===== src/design/assert_macros.svh =====
// ----------------------------------------------------------------------------
// assert_macros.svh
// shared assertion macros for the sliding median spike detector
// ----------------------------------------------------------------------------
`ifndef ASSERT_MACROS_SVH
`define ASSERT_MACROS_SVH

// same-cycle implication, disabled while reset is low
`define SMSD_ASSERT(lbl, clk, rstn, ante, cons) \
    lbl: assert property (@(posedge clk) disable iff (!rstn) (ante) |-> (cons)) \
        else $error("assertion failed");

// next-cycle implication, disabled while reset is low
`define SMSD_ASSERT_NEXT(lbl, clk, rstn, ante, cons) \
    lbl: assert property (@(posedge clk) disable iff (!rstn) (ante) |=> (cons)) \
        else $error("assertion failed");

`endif


===== src/design/smsd_pkg.sv =====
// ----------------------------------------------------------------------------
// smsd_pkg
// types and fixed constants of the sliding median spike detector
// ----------------------------------------------------------------------------
package smsd_pkg;

    localparam int SAMPLE_W = 8;
    localparam int CFG_W    = 11;
    localparam int MD_W     = 9;
    localparam int ALERT_W  = 24;

    localparam logic [MD_W-1:0]    MD_SAT    = '1;
    localparam logic [ALERT_W-1:0] ALERT_MAX = '1;

    typedef enum logic [2:0] {
        ST_IDLE,
        ST_SCAN,
        ST_DEC_RD,
        ST_DEC_WR,
        ST_INC_RD,
        ST_INC_WR,
        ST_OUT
    } smsd_state_t;

    typedef struct packed {
        logic clear;
        logic wr_en;
    } hist_ctrl_t;

    typedef struct packed {
        logic start;
        logic step;
    } scan_ctrl_t;

    typedef struct packed {
        logic restart;
        logic push;
    } ring_ctrl_t;

endpackage


===== src/design/smsd_hist.sv =====
// ----------------------------------------------------------------------------
// smsd_hist
// histogram memory with per-bin valid bits, one read and one write port
// ----------------------------------------------------------------------------
module smsd_hist import smsd_pkg::*; #(
    parameter int  VALUE_BINS = 256,
    parameter int  WINDOW_MAX = 1024,
    localparam int BIN_W      = $clog2(VALUE_BINS),
    localparam int CNT_W      = $clog2(WINDOW_MAX + 1)
) (
    input  logic             aclk,
    input  logic             aresetn,
    input  hist_ctrl_t       ctrl,
    input  logic [BIN_W-1:0] rd_addr,
    input  logic [BIN_W-1:0] wr_addr,
    input  logic [CNT_W-1:0] wr_count,
    output logic [CNT_W-1:0] rd_count
);

    logic [CNT_W-1:0]      mem [VALUE_BINS];
    logic [CNT_W-1:0]      rd_data_reg;
    logic                  rd_vld_reg;
    logic [VALUE_BINS-1:0] vld_reg;
    logic [VALUE_BINS-1:0] vld_next;

    // a bin never written since the last clear reads as zero
    assign rd_count = rd_vld_reg ? rd_data_reg : '0;

    always_comb begin
        vld_next = vld_reg;
        if (ctrl.clear) begin
            vld_next = '0;
        end else if (ctrl.wr_en) begin
            vld_next[wr_addr] = 1'b1;
        end
    end

    always_ff @(posedge aclk) begin
        if (!aresetn) begin
            vld_reg <= '0;
        end else begin
            vld_reg <= vld_next;
        end
    end

    always_ff @(posedge aclk) begin
        if (ctrl.wr_en) begin
            mem[wr_addr] <= wr_count;
        end
        rd_data_reg <= mem[rd_addr];
        rd_vld_reg  <= vld_reg[rd_addr];
    end

endmodule


===== config.mk =====
export PLATFORM = sky130hd
export DESIGN_NAME = smsd_hist
export DESIGN_NICKNAME = d
export VERILOG_FILES = /design/src/design/assert_macros.svh /design/src/design/smsd_pkg.sv /design/src/design/smsd_hist.sv
export SDC_FILE = /design/constraint.sdc
export NUM_CORES = 2
export LEC_CHECK = 0
export BUFFER_PORTS_ARGS = -buffer_cell sky130_fd_sc_hd__buf_2
export CAP_MARGIN = 20
export CELL_PAD_IN_SITES_DETAIL_PLACEMENT = 0
export CELL_PAD_IN_SITES_GLOBAL_PLACEMENT = 2
export CORE_MARGIN = 3
export CORE_UTILIZATION = 50
export DETAILED_ROUTE_END_ITERATION = 6
export GPL_ROUTABILITY_DRIVEN = 0
export GPL_TIMING_DRIVEN = 0
export PLACE_DENSITY = 0.8
export SYNTH_ARGS = -nofsm -noshare
export SYNTH_HDL_FRONTEND = slang
export SYNTH_SLANG_ARGS = --single-unit

===== constraint.sdc =====
create_clock -name aclk -period 3.75 [get_ports aclk]
set_input_delay 0.75 -clock aclk [delete_from_list [all_inputs] [get_ports aclk]]
set_output_delay 0.75 -clock aclk [all_outputs]
set_load 0.05 [all_outputs]

==> impl_metrics.ini <==
[die]
initial_core_util = 0.505
core_mm2 = 0.233
dieArea_mm2 = 0.242
num_io_pins = 42
die-height_um = 491
row_count = 177
die_x_um = 491

[clock_tree]
clk_pin_slew_ns = 0.06
ctsRootBufferMaster = clkbuf_16
clock_path_buffers = 4
cts_buffers = 327
clock-sinks = 3084
cts_hold_buf = 0
cts_tree = built
clock_latency_ns = 0.98
cts.htree.levels = 5

[worst_hold_path]
hold_path.class = input pin to flop

[synth]
synth_nets = 6021
yosys.area.top_type = edfxtp_1
post_synth.cell_area_avg_um2 = 19.7
synth_ff_type = edfxtp_1
async_flop_share = 0
synth-edff-count = 2816
ys_seq_elements = 3084
synth_area_leaders = edfxtp_1 (72%), mux4_2 (12%), dfxtp_1 (4.6%), nor2_1 (2.4%), mux2i_1 (2.2%)
seq_area_frac_synth = 0.763
synth_top_area_frac = 0.718
yosysWarnings = 0
syn_inst = 5990
netlist_area_mm2 = 0.118
yosys.cell_types.count = 50

[global_routing]
grtUsageMet3 = 0.128
grt_pass1_wl_mm = 548
antenna_found_initial = 35
grt.busiest_layer = met2
met1_usage = 0.455
grt_use_total = 0.337
met2_usage = 0.484
overflow = 0
first_global_vias = 63800
grt_max_degree = 161

[routing]
first_pass_iters = 7
vias_per_cell = 6.68
vias = 67300
wl_mm = 409
first_iter_violations = 12600
wl_per_cell_um = 40.7
drc = 1
ant_nets = 0

[outcome]
status = finished, violations left
violations = DRC, setup timing

[critical_path]
reg2reg_slack_ns = 0.66
worstSetupEndpointType = flop
cp.arrival_ns = 4.84
crit_required_ns = 4.59
cp-start-kind = input pin
path_class = input pin to flop
path_max_fanout = 10

[finish]
largest_register_ffs = 2816
area_growth_syn_to_layout_pct = 15.7
final_nets = 6688
layout-drive-gt1-share = 0.253
final_util = 0.584

[sta]
setup_violations = 14
fin_hold_ws_ns = 0.218
fmax_mhz = 250
worst_slack_ns = -0.252
fin_crit_sh = 1.07
fin_skew_ns = 0.0450
rsz0062_at_grt = false
hold_viol = 0
drv_slew = 0
fin_crit_ns = 4.00
timing.slew.headroom = 0.157
worst_pin_slew_ns = 1.26

[place]
dp_hpwl_mm = 283
io_buffers = 33

[flow_run]
maxCapViolCount = 0

[power]
peakVddDrop_mv = 0.563
cellLeakagePower_nw = 43.5
p_per_area_mw_per_mm2 = 537
==> stage by stage <==
step,area [µm²],setup TNS [ns],setup WS [ns],instances,power (W)
after floorplan,118000,0,0.902,5990,0.0401
after global placement,122000,-5244.42,-3.11,9155,0.0424
after detailed placement,126000,-279.20,-1.88,9439,0.0425
after CTS,136000,0,0.000494,10000,0.0731
after global routing,136000,0,0.0231,10000,0.0747
final,136000,-1.51,-0.252,10100,0.0733
==> report_power, final <==
part	switching [W]	internal (W)
registers	0.0000215	0.0376
logic	0.00319	0.00123
clock network	0.0131	0.0181
==> synth_stat cells, types with 3 or more instances <==
master and instances:
o22a_1 7, o32ai_1 4, o21ba_2 29, a32oi_1 6
edfxtp_1 2816, buf_1 10, buf_4 50, nand3_1 39
nor3_1 59, nand2b_1 10, dfxtp_1 268, and3b_1 3
a311oi_1 8, buf_2 49, a22oi_1 237, nor2b_1 20
buf_8 12, o22ai_1 78, o31ai_1 4, a21oi_1 141
buf_6 24, mux4_2 636, nor2_1 740, mux4_1 8
o21ai_0 18, a211oi_1 7, mux2i_1 262, nand4_1 11
buf_12 9, a221oi_1 24, or2_2 7, clkbuf_1 208
a31oi_1 6, nor4_1 37, o211ai_1 7, o221ai_1 49
a22o_1 13, nand2_1 42, and2_1 16, nand3b_1 3
==> worst max-delay path, stage by stage <==
cell and delay (ns):
buf_2 0.14, buf_2 0.42, clkbuf_2 0.46, clkbuf_2 0.57
clkbuf_1 0.94, a31oi_1 0.52, a211oi_1 0.61, nor4_1 0.17
buf_2 0.21
==> what timing repair did <==
action                                  in CTS  in global routing
resized for setup                           40                 39
endpoints found under the setup margin      12                  9
buffers inserted                             0                  0
==> worst paths after layout <==
path,start,to,depth (start not counted)
min reg2reg,vld_reg[170],vld_reg[170],2
max reg2reg,vld_reg[195],rd_vld_reg,6
max,rd_addr[4],rd_data_reg[4],9
min,wr_count[7],mem[167][7],1
==> final cells by class <==
type | instances | area [µm²]
Sequential cell | 3084 | 89900
Tap cell | 3132 | 3920
Fill cell | 17200 | 97100
Timing Repair Buffer | 339 | 3870
Multi-Input combinational cell | 2541 | 26300
Buffer | 361 | 2160
Clock buffer | 476 | 9270
Inverter | 3 | 11.3
Clock inverter | 103 | 876
Antenna cell | 25 | 62.6
==> kinds of logic after synthesis <==
family	count (synthesis)	share of synthesized area
flip-flops	3084	0.763
AND/OR/NAND/NOR	994	0.0353
multiplexers	907	0.146
AO/OA/AOI/OAI	640	0.0383
buffers and inverters	365	0.0177
==> routing by layer <==
metal | wire (µm) | vias to the layer above
li1 | - | 25900
met1 | 146000 | 35300
met3 | 61200 | 919
met2 | 178000 | 5206
met4 | 23800 | 16
met5 | 104 | -
==> placed cells by master, fill, tap and decap left out, drive strengths merged, types with 39 or more instances in the layout <==
| cell | synthesis | routed |
|---|---|---|
| mux2i | 262 | 262 |
| a22oi | 237 | 237 |
| buf | 154 | 487 |
| a21oi | 141 | 141 |
| nor2 | 740 | 740 |
| clkbuf | 208 | 686 |
| nor3 | 59 | 59 |
| clkinv | 0 | 80 |
| o221ai | 49 | 49 |
| nand2 | 42 | 42 |
| mux4 | 644 | 644 |
| o22ai | 78 | 78 |
| dfxtp | 268 | 268 |
| nand3 | 39 | 39 |
| edfxtp | 2816 | 2816 |
(Power assumes the default switching activity.)
