<file path="src/design/assert_macros.svh">
// ----------------------------------------------------------------------------
// assert_macros.svh
// shared assertion macros for the sliding median spike detector
// ----------------------------------------------------------------------------
`ifndef ASSERT_MACROS_SVH
`define ASSERT_MACROS_SVH

// same-cycle implication, disabled while reset is low
`define SMSD_ASSERT(lbl, clk, rstn, ante, cons) \
    lbl: assert property (@(posedge clk) disable iff (!rstn) (ante) |-> (cons)) \
        else $error("assertion failed");

// next-cycle implication, disabled while reset is low
`define SMSD_ASSERT_NEXT(lbl, clk, rstn, ante, cons) \
    lbl: assert property (@(posedge clk) disable iff (!rstn) (ante) |=> (cons)) \
        else $error("assertion failed");

`endif

</file>
<file path="src/design/smsd_pkg.sv">
// ----------------------------------------------------------------------------
// smsd_pkg
// types and fixed constants of the sliding median spike detector
// ----------------------------------------------------------------------------
package smsd_pkg;

    localparam int SAMPLE_W = 8;
    localparam int CFG_W    = 11;
    localparam int MD_W     = 9;
    localparam int ALERT_W  = 24;

    localparam logic [MD_W-1:0]    MD_SAT    = '1;
    localparam logic [ALERT_W-1:0] ALERT_MAX = '1;

    typedef enum logic [2:0] {
        ST_IDLE,
        ST_SCAN,
        ST_DEC_RD,
        ST_DEC_WR,
        ST_INC_RD,
        ST_INC_WR,
        ST_OUT
    } smsd_state_t;

    typedef struct packed {
        logic clear;
        logic wr_en;
    } hist_ctrl_t;

    typedef struct packed {
        logic start;
        logic step;
    } scan_ctrl_t;

    typedef struct packed {
        logic restart;
        logic push;
    } ring_ctrl_t;

endpackage

</file>
<file path="src/design/smsd_scan.sv">
// ----------------------------------------------------------------------------
// smsd_scan
// cumulative histogram scan unit: one bin per step, finds two ranks at once
// ----------------------------------------------------------------------------
`include "assert_macros.svh"

module smsd_scan import smsd_pkg::*; #(
    parameter int  VALUE_BINS = 256,
    parameter int  WINDOW_MAX = 1024,
    localparam int BIN_W      = $clog2(VALUE_BINS),
    localparam int CNT_W      = $clog2(WINDOW_MAX + 1)
) (
    input  logic             aclk,
    input  logic             aresetn,
    input  scan_ctrl_t       ctrl,
    input  logic [CNT_W-1:0] count,
    input  logic [BIN_W-1:0] bin,
    input  logic [CNT_W-1:0] rank_lo,
    input  logic [CNT_W-1:0] rank_hi,
    output logic             done,
    output logic [BIN_W-1:0] v_lo,
    output logic [BIN_W-1:0] v_hi
);

    logic [CNT_W:0]   cum_reg;
    logic [CNT_W:0]   cum_sum;
    logic             f_lo_reg;
    logic             f_hi_reg;
    logic [BIN_W-1:0] v_lo_reg;
    logic [BIN_W-1:0] v_hi_reg;
    logic             hit_lo;
    logic             hit_hi;

    assign cum_sum = cum_reg + (CNT_W + 1)'(count);
    assign hit_lo  = !f_lo_reg && ((CNT_W + 1)'(rank_lo) <= cum_sum);
    assign hit_hi  = !f_hi_reg && ((CNT_W + 1)'(rank_hi) <= cum_sum);
    assign done    = ctrl.step && (f_hi_reg || hit_hi);
    assign v_lo    = v_lo_reg;
    assign v_hi    = v_hi_reg;

    always_ff @(posedge aclk) begin
        if (!aresetn) begin
            f_lo_reg <= 1'b0;
            f_hi_reg <= 1'b0;
            cum_reg  <= '0;
        end else if (ctrl.start) begin
            f_lo_reg <= 1'b0;
            f_hi_reg <= 1'b0;
            cum_reg  <= '0;
        end else if (ctrl.step) begin
            cum_reg <= cum_sum;
            if (hit_lo) begin
                f_lo_reg <= 1'b1;
            end
            if (hit_hi) begin
                f_hi_reg <= 1'b1;
            end
        end
    end

    // rank never reached leaves the top bin
    always_ff @(posedge aclk) begin
        if (ctrl.start) begin
            v_lo_reg <= BIN_W'(VALUE_BINS - 1);
            v_hi_reg <= BIN_W'(VALUE_BINS - 1);
        end else if (ctrl.step) begin
            if (hit_lo) begin
                v_lo_reg <= bin;
            end
            if (hit_hi) begin
                v_hi_reg <= bin;
            end
        end
    end

    `SMSD_ASSERT(ap_hi_after_lo, aclk, aresetn, f_hi_reg, f_lo_reg)
    `SMSD_ASSERT(ap_ranks_ordered, aclk, aresetn, f_hi_reg, v_lo_reg <= v_hi_reg)

endmodule

</file>
<file path="config.mk">
export PLATFORM = sky130hd
export DESIGN_NAME = smsd_scan
export DESIGN_NICKNAME = d
export VERILOG_FILES = /design/src/design/smsd_pkg.sv /design/src/design/smsd_scan.sv
export VERILOG_INCLUDE_DIRS = /design/src /design/src/design
export SDC_FILE = /design/constraint.sdc
export NUM_CORES = 1
export LEC_CHECK = 0
export BUFFER_PORTS_ARGS = -buffer_cell sky130_fd_sc_hd__buf_2
export CAP_MARGIN = 20
export CORE_MARGIN = 4
export CORE_UTILIZATION = 57
export CTS_CLUSTER_SIZE = 14
export DETAILED_ROUTE_END_ITERATION = 8
export GPL_TIMING_DRIVEN = 0
export HOLD_SLACK_MARGIN = 0.15
export PLACE_DENSITY = 0.94
export SLEW_MARGIN = 20
export SYNTH_ARGS = -nofsm -noshare
export SYNTH_HDL_FRONTEND = slang
export SYNTH_SLANG_ARGS = --single-unit
</file>
<file path="constraint.sdc">
create_clock -name aclk -period 7.15 [get_ports aclk]
set_clock_uncertainty 0.05 [all_clocks]
set_input_delay 1.0725 -clock aclk [delete_from_list [all_inputs] [get_ports aclk]]
set_output_delay 1.0725 -clock aclk [all_outputs]
set_load 0.01 [all_outputs]
</file>
==> reports/qor.csv <==
metric;value;unit
die_w;70.5;um
crit_family;compound AO/OA/AOI/OAI gates;
rsz0062_at_grt;no;
core.rowCount;22;
setup.worst_path.class;in -> out;
setup_viol;0;
grt_max_degree;11;
gp_congestion;0.860;
synth_top_cell_by_area;dfxtp_1;
clock_path_buffers;2;
grt_pass1_wl;8790;um
clock-sinks;30;
cellPowerDensity;188;nW/um2
route.detailed.drc;0;
die_h;70.5;um
largest_register_ffs;12;
initial_core_util;0.599;
vdd_drop_max;125;uV
synth-edff-count;0;
fin_nets;392;
slew_viol_final;0;
cp_common_cell;a21oi_1;
pin_count;62;
finalCritPeriodShare;0.803;
ant_nets;0;
ys_seq_area_frac;0.270;
drive_gt1_frac;0.271;
worst-path-buf-inv;2;
synth_cells;247;
grt_use_total;0.219;
ys_types;48;
slew_headroom;0.575;
p_seq_frac;0.374;
hold_start;cum_reg[8];
core_area;3720;um2
syn_to_final_growth;20.2;%
synth_fp_nets;326;
hold_end;cum_reg[8];
htreeDepth;2;
clk_latency;0.29;ns
netlist_area;2220;um2
r2r_start;cum_reg[0];
holdPathStages;1;
p_int;335;uW
cts_made_buffers;5;
r2r_cells;14;
status;finished, final reports clean;
synth.avg_cell_area;9.01;um2
worstSetupStartpoint;count[0];
grt-ovfl-total;0;
cts_setup_buffers;0;
hold_violations;0;
switching_share;0.334;
drt_iter0_markers;97;
start_kind;input pin;
arrival;4.62;ns
r2r_end;v_lo[6];
regToRegSetupSlack;3.04;ns
detail_route.vias_per_cell;5.59;
fmax;174;MHz
p_leak;1.34;nW
worst_pin_slew;0.636;ns
p_switching;168;uW
synth_area_leaders;dfxtp_1 27%, ha_1 19%, mux2i_1 9.9%, nor2_1 6.4%, o21ai_0 2.5%;
timing.max_cap.violations;0;
path_cells;buf_2, ha_1, fa_1, a21o_1, a21oi_1, o21ai_0, a21oi_1, xor2_1, ha_1, o21ai_0, a21oi_1, a2111oi_2, nor3_1, a21oi_1, buf_2;
finalCriticalPeriod;5.74;ns
ys_ff_latch;30;
wire_per_inst;14.8;um
dp_hpwl;4230;um
wl;5370;um
synth-main-ff-cell;dfxtp_1;
drt_pass1_iterations;4;
worst-endpoint-required;6.03;ns
power_frac_comb;0.338;
cts_tree;built;
hold_path.class;reg -> reg;
async_flop_share;0;
dieArea;4970;um2
grt_pass1_vias;1977;
root_buffer;clkbuf_8;
antenna_found_initial;0;
yosysWarnings;0;
yosysTopAreaCellShare;0.270;
path_clk_slew;0.07;ns
post_cts_resized;0;
cts.hold.buffers_added;0;
crit_slowest_cell;a2111oi_2;
critPathMaxStageDelay;0.58;ns
vias;2024;
antenna_cells;0;
final_core_util;0.720;
clockPowerShare;0.288;
tns;0;ns
portBuffers;59;
critPathCaptureType;output port;
worstPathMaxFanout;3;
-- power groups by stage --
stage          Clock, mW  Sequential (mW)  Combinational, mW
6_report           0.145            0.188              0.170
5_1_grt            0.155            0.190              0.188
4_1_cts            0.145            0.188              0.169
3_5_place_dp           0            0.192              0.167
3_3_place_gp           0            0.191              0.160
2_1_floorplan          0            0.196              0.113
-- placed cells by master, fill, tap and decap left out, drive strengths merged, types with 4 or more instances in the layout --
master / netlist / routed
buf: 1 / 60
nor2: 38 / 38
ha: 33 / 33
dfxtp: 30 / 30
mux2i: 22 / 22
clkbuf: 7 / 13
o21ai: 12 / 12
a21oi: 11 / 11
inv: 10 / 10
nand2: 8 / 8
nand3: 8 / 8
nor3: 7 / 7
a21o: 6 / 6
xnor2: 5 / 5
o211ai: 5 / 5
nand4: 4 / 4
xor2: 4 / 4
-- cell usage after synthesis, types with 5 or more instances --
| library cell | instances |
|---|---|
| xnor2_1 | 5 |
| a21oi_1 | 10 |
| dfxtp_1 | 30 |
| a21o_1 | 5 |
| o21ai_0 | 11 |
| nand3_1 | 8 |
| mux2i_1 | 22 |
| nand2_1 | 8 |
| nor2_1 | 38 |
| nor3_1 | 6 |
| inv_1 | 10 |
| ha_1 | 33 |
-- kinds of logic (layout without fill, tap and decap cells) --
| family | after synthesis | count (layout) | synth area share |
|---|---|---|---|
| fa+ha+maj | 34 | 34 | 0.195 |
| simple gates | 83 | 83 | 0.183 |
| buf+inv | 18 | 85 | 0.0472 |
| mux | 22 | 22 | 0.0990 |
| flops | 30 | 30 | 0.270 |
| xor+xnor | 9 | 9 | 0.0354 |
| compound gates | 51 | 51 | 0.170 |
-- metal layers --
metal / vias up / part of all wire / GRT usage
met4: 0 / 0.019 / 0.0660
met5: - / 0 / 0
met3: 13 / 0.038 / 0.0475
met2: 37 / 0.52 / 0.385
met1: 950 / 0.42 / 0.265
li1: 1024 / - / -
-- how the worst max path moves through the flow --
stage | to | slack (ns) | cells after the start
after floorplan | done | 2.03 | 15
after global placement | done | 1.56 | 15
after detailed placement | done | 1.45 | 15
after CTS | done | 1.44 | 15
after global routing | done | 1.23 | 15
final | done | 1.41 | 15
-- stage by stage --
stage	instances	total power, mW	worst slack [ns]	cell area (um2)	hold WS (ns)
after floorplan	247	0.308	2.03	2220	0.399
after global placement	354	0.351	1.56	2580	0.412
after detailed placement	354	0.359	1.45	2580	0.431
after CTS	362	0.502	1.44	2680	0.443
after global routing	362	0.533	1.23	2680	0.460
final	362	0.503	1.41	2680	0.449
-- cell type report --
cell class,count,area [um2]
clock inverters,2,12.5
clock buffers,6,82.6
flip-flops and latches,30,601
plain buffers,8,67.6
repair buffers,59,295
well taps,48,60.1
inverters,10,37.5
multi-input cells,199,1520
fillers,273,1040
-- worst reg2reg max path, cell delays in order (launching register included) --
cell,delay [ns]
dfxtp_1,0.32
ha_1,0.23
fa_1,0.42
a21o_1,0.17
a21oi_1,0.29
o21ai_0,0.18
a21oi_1,0.25
xor2_1,0.29
ha_1,0.31
a21o_1,0.19
a211oi_1,0.24
o21ai_0,0.13
o21ai_0,0.37
o211ai_2,0.33
mux2i_1,0.21
Note: power is estimated with default switching activity, not from simulation.
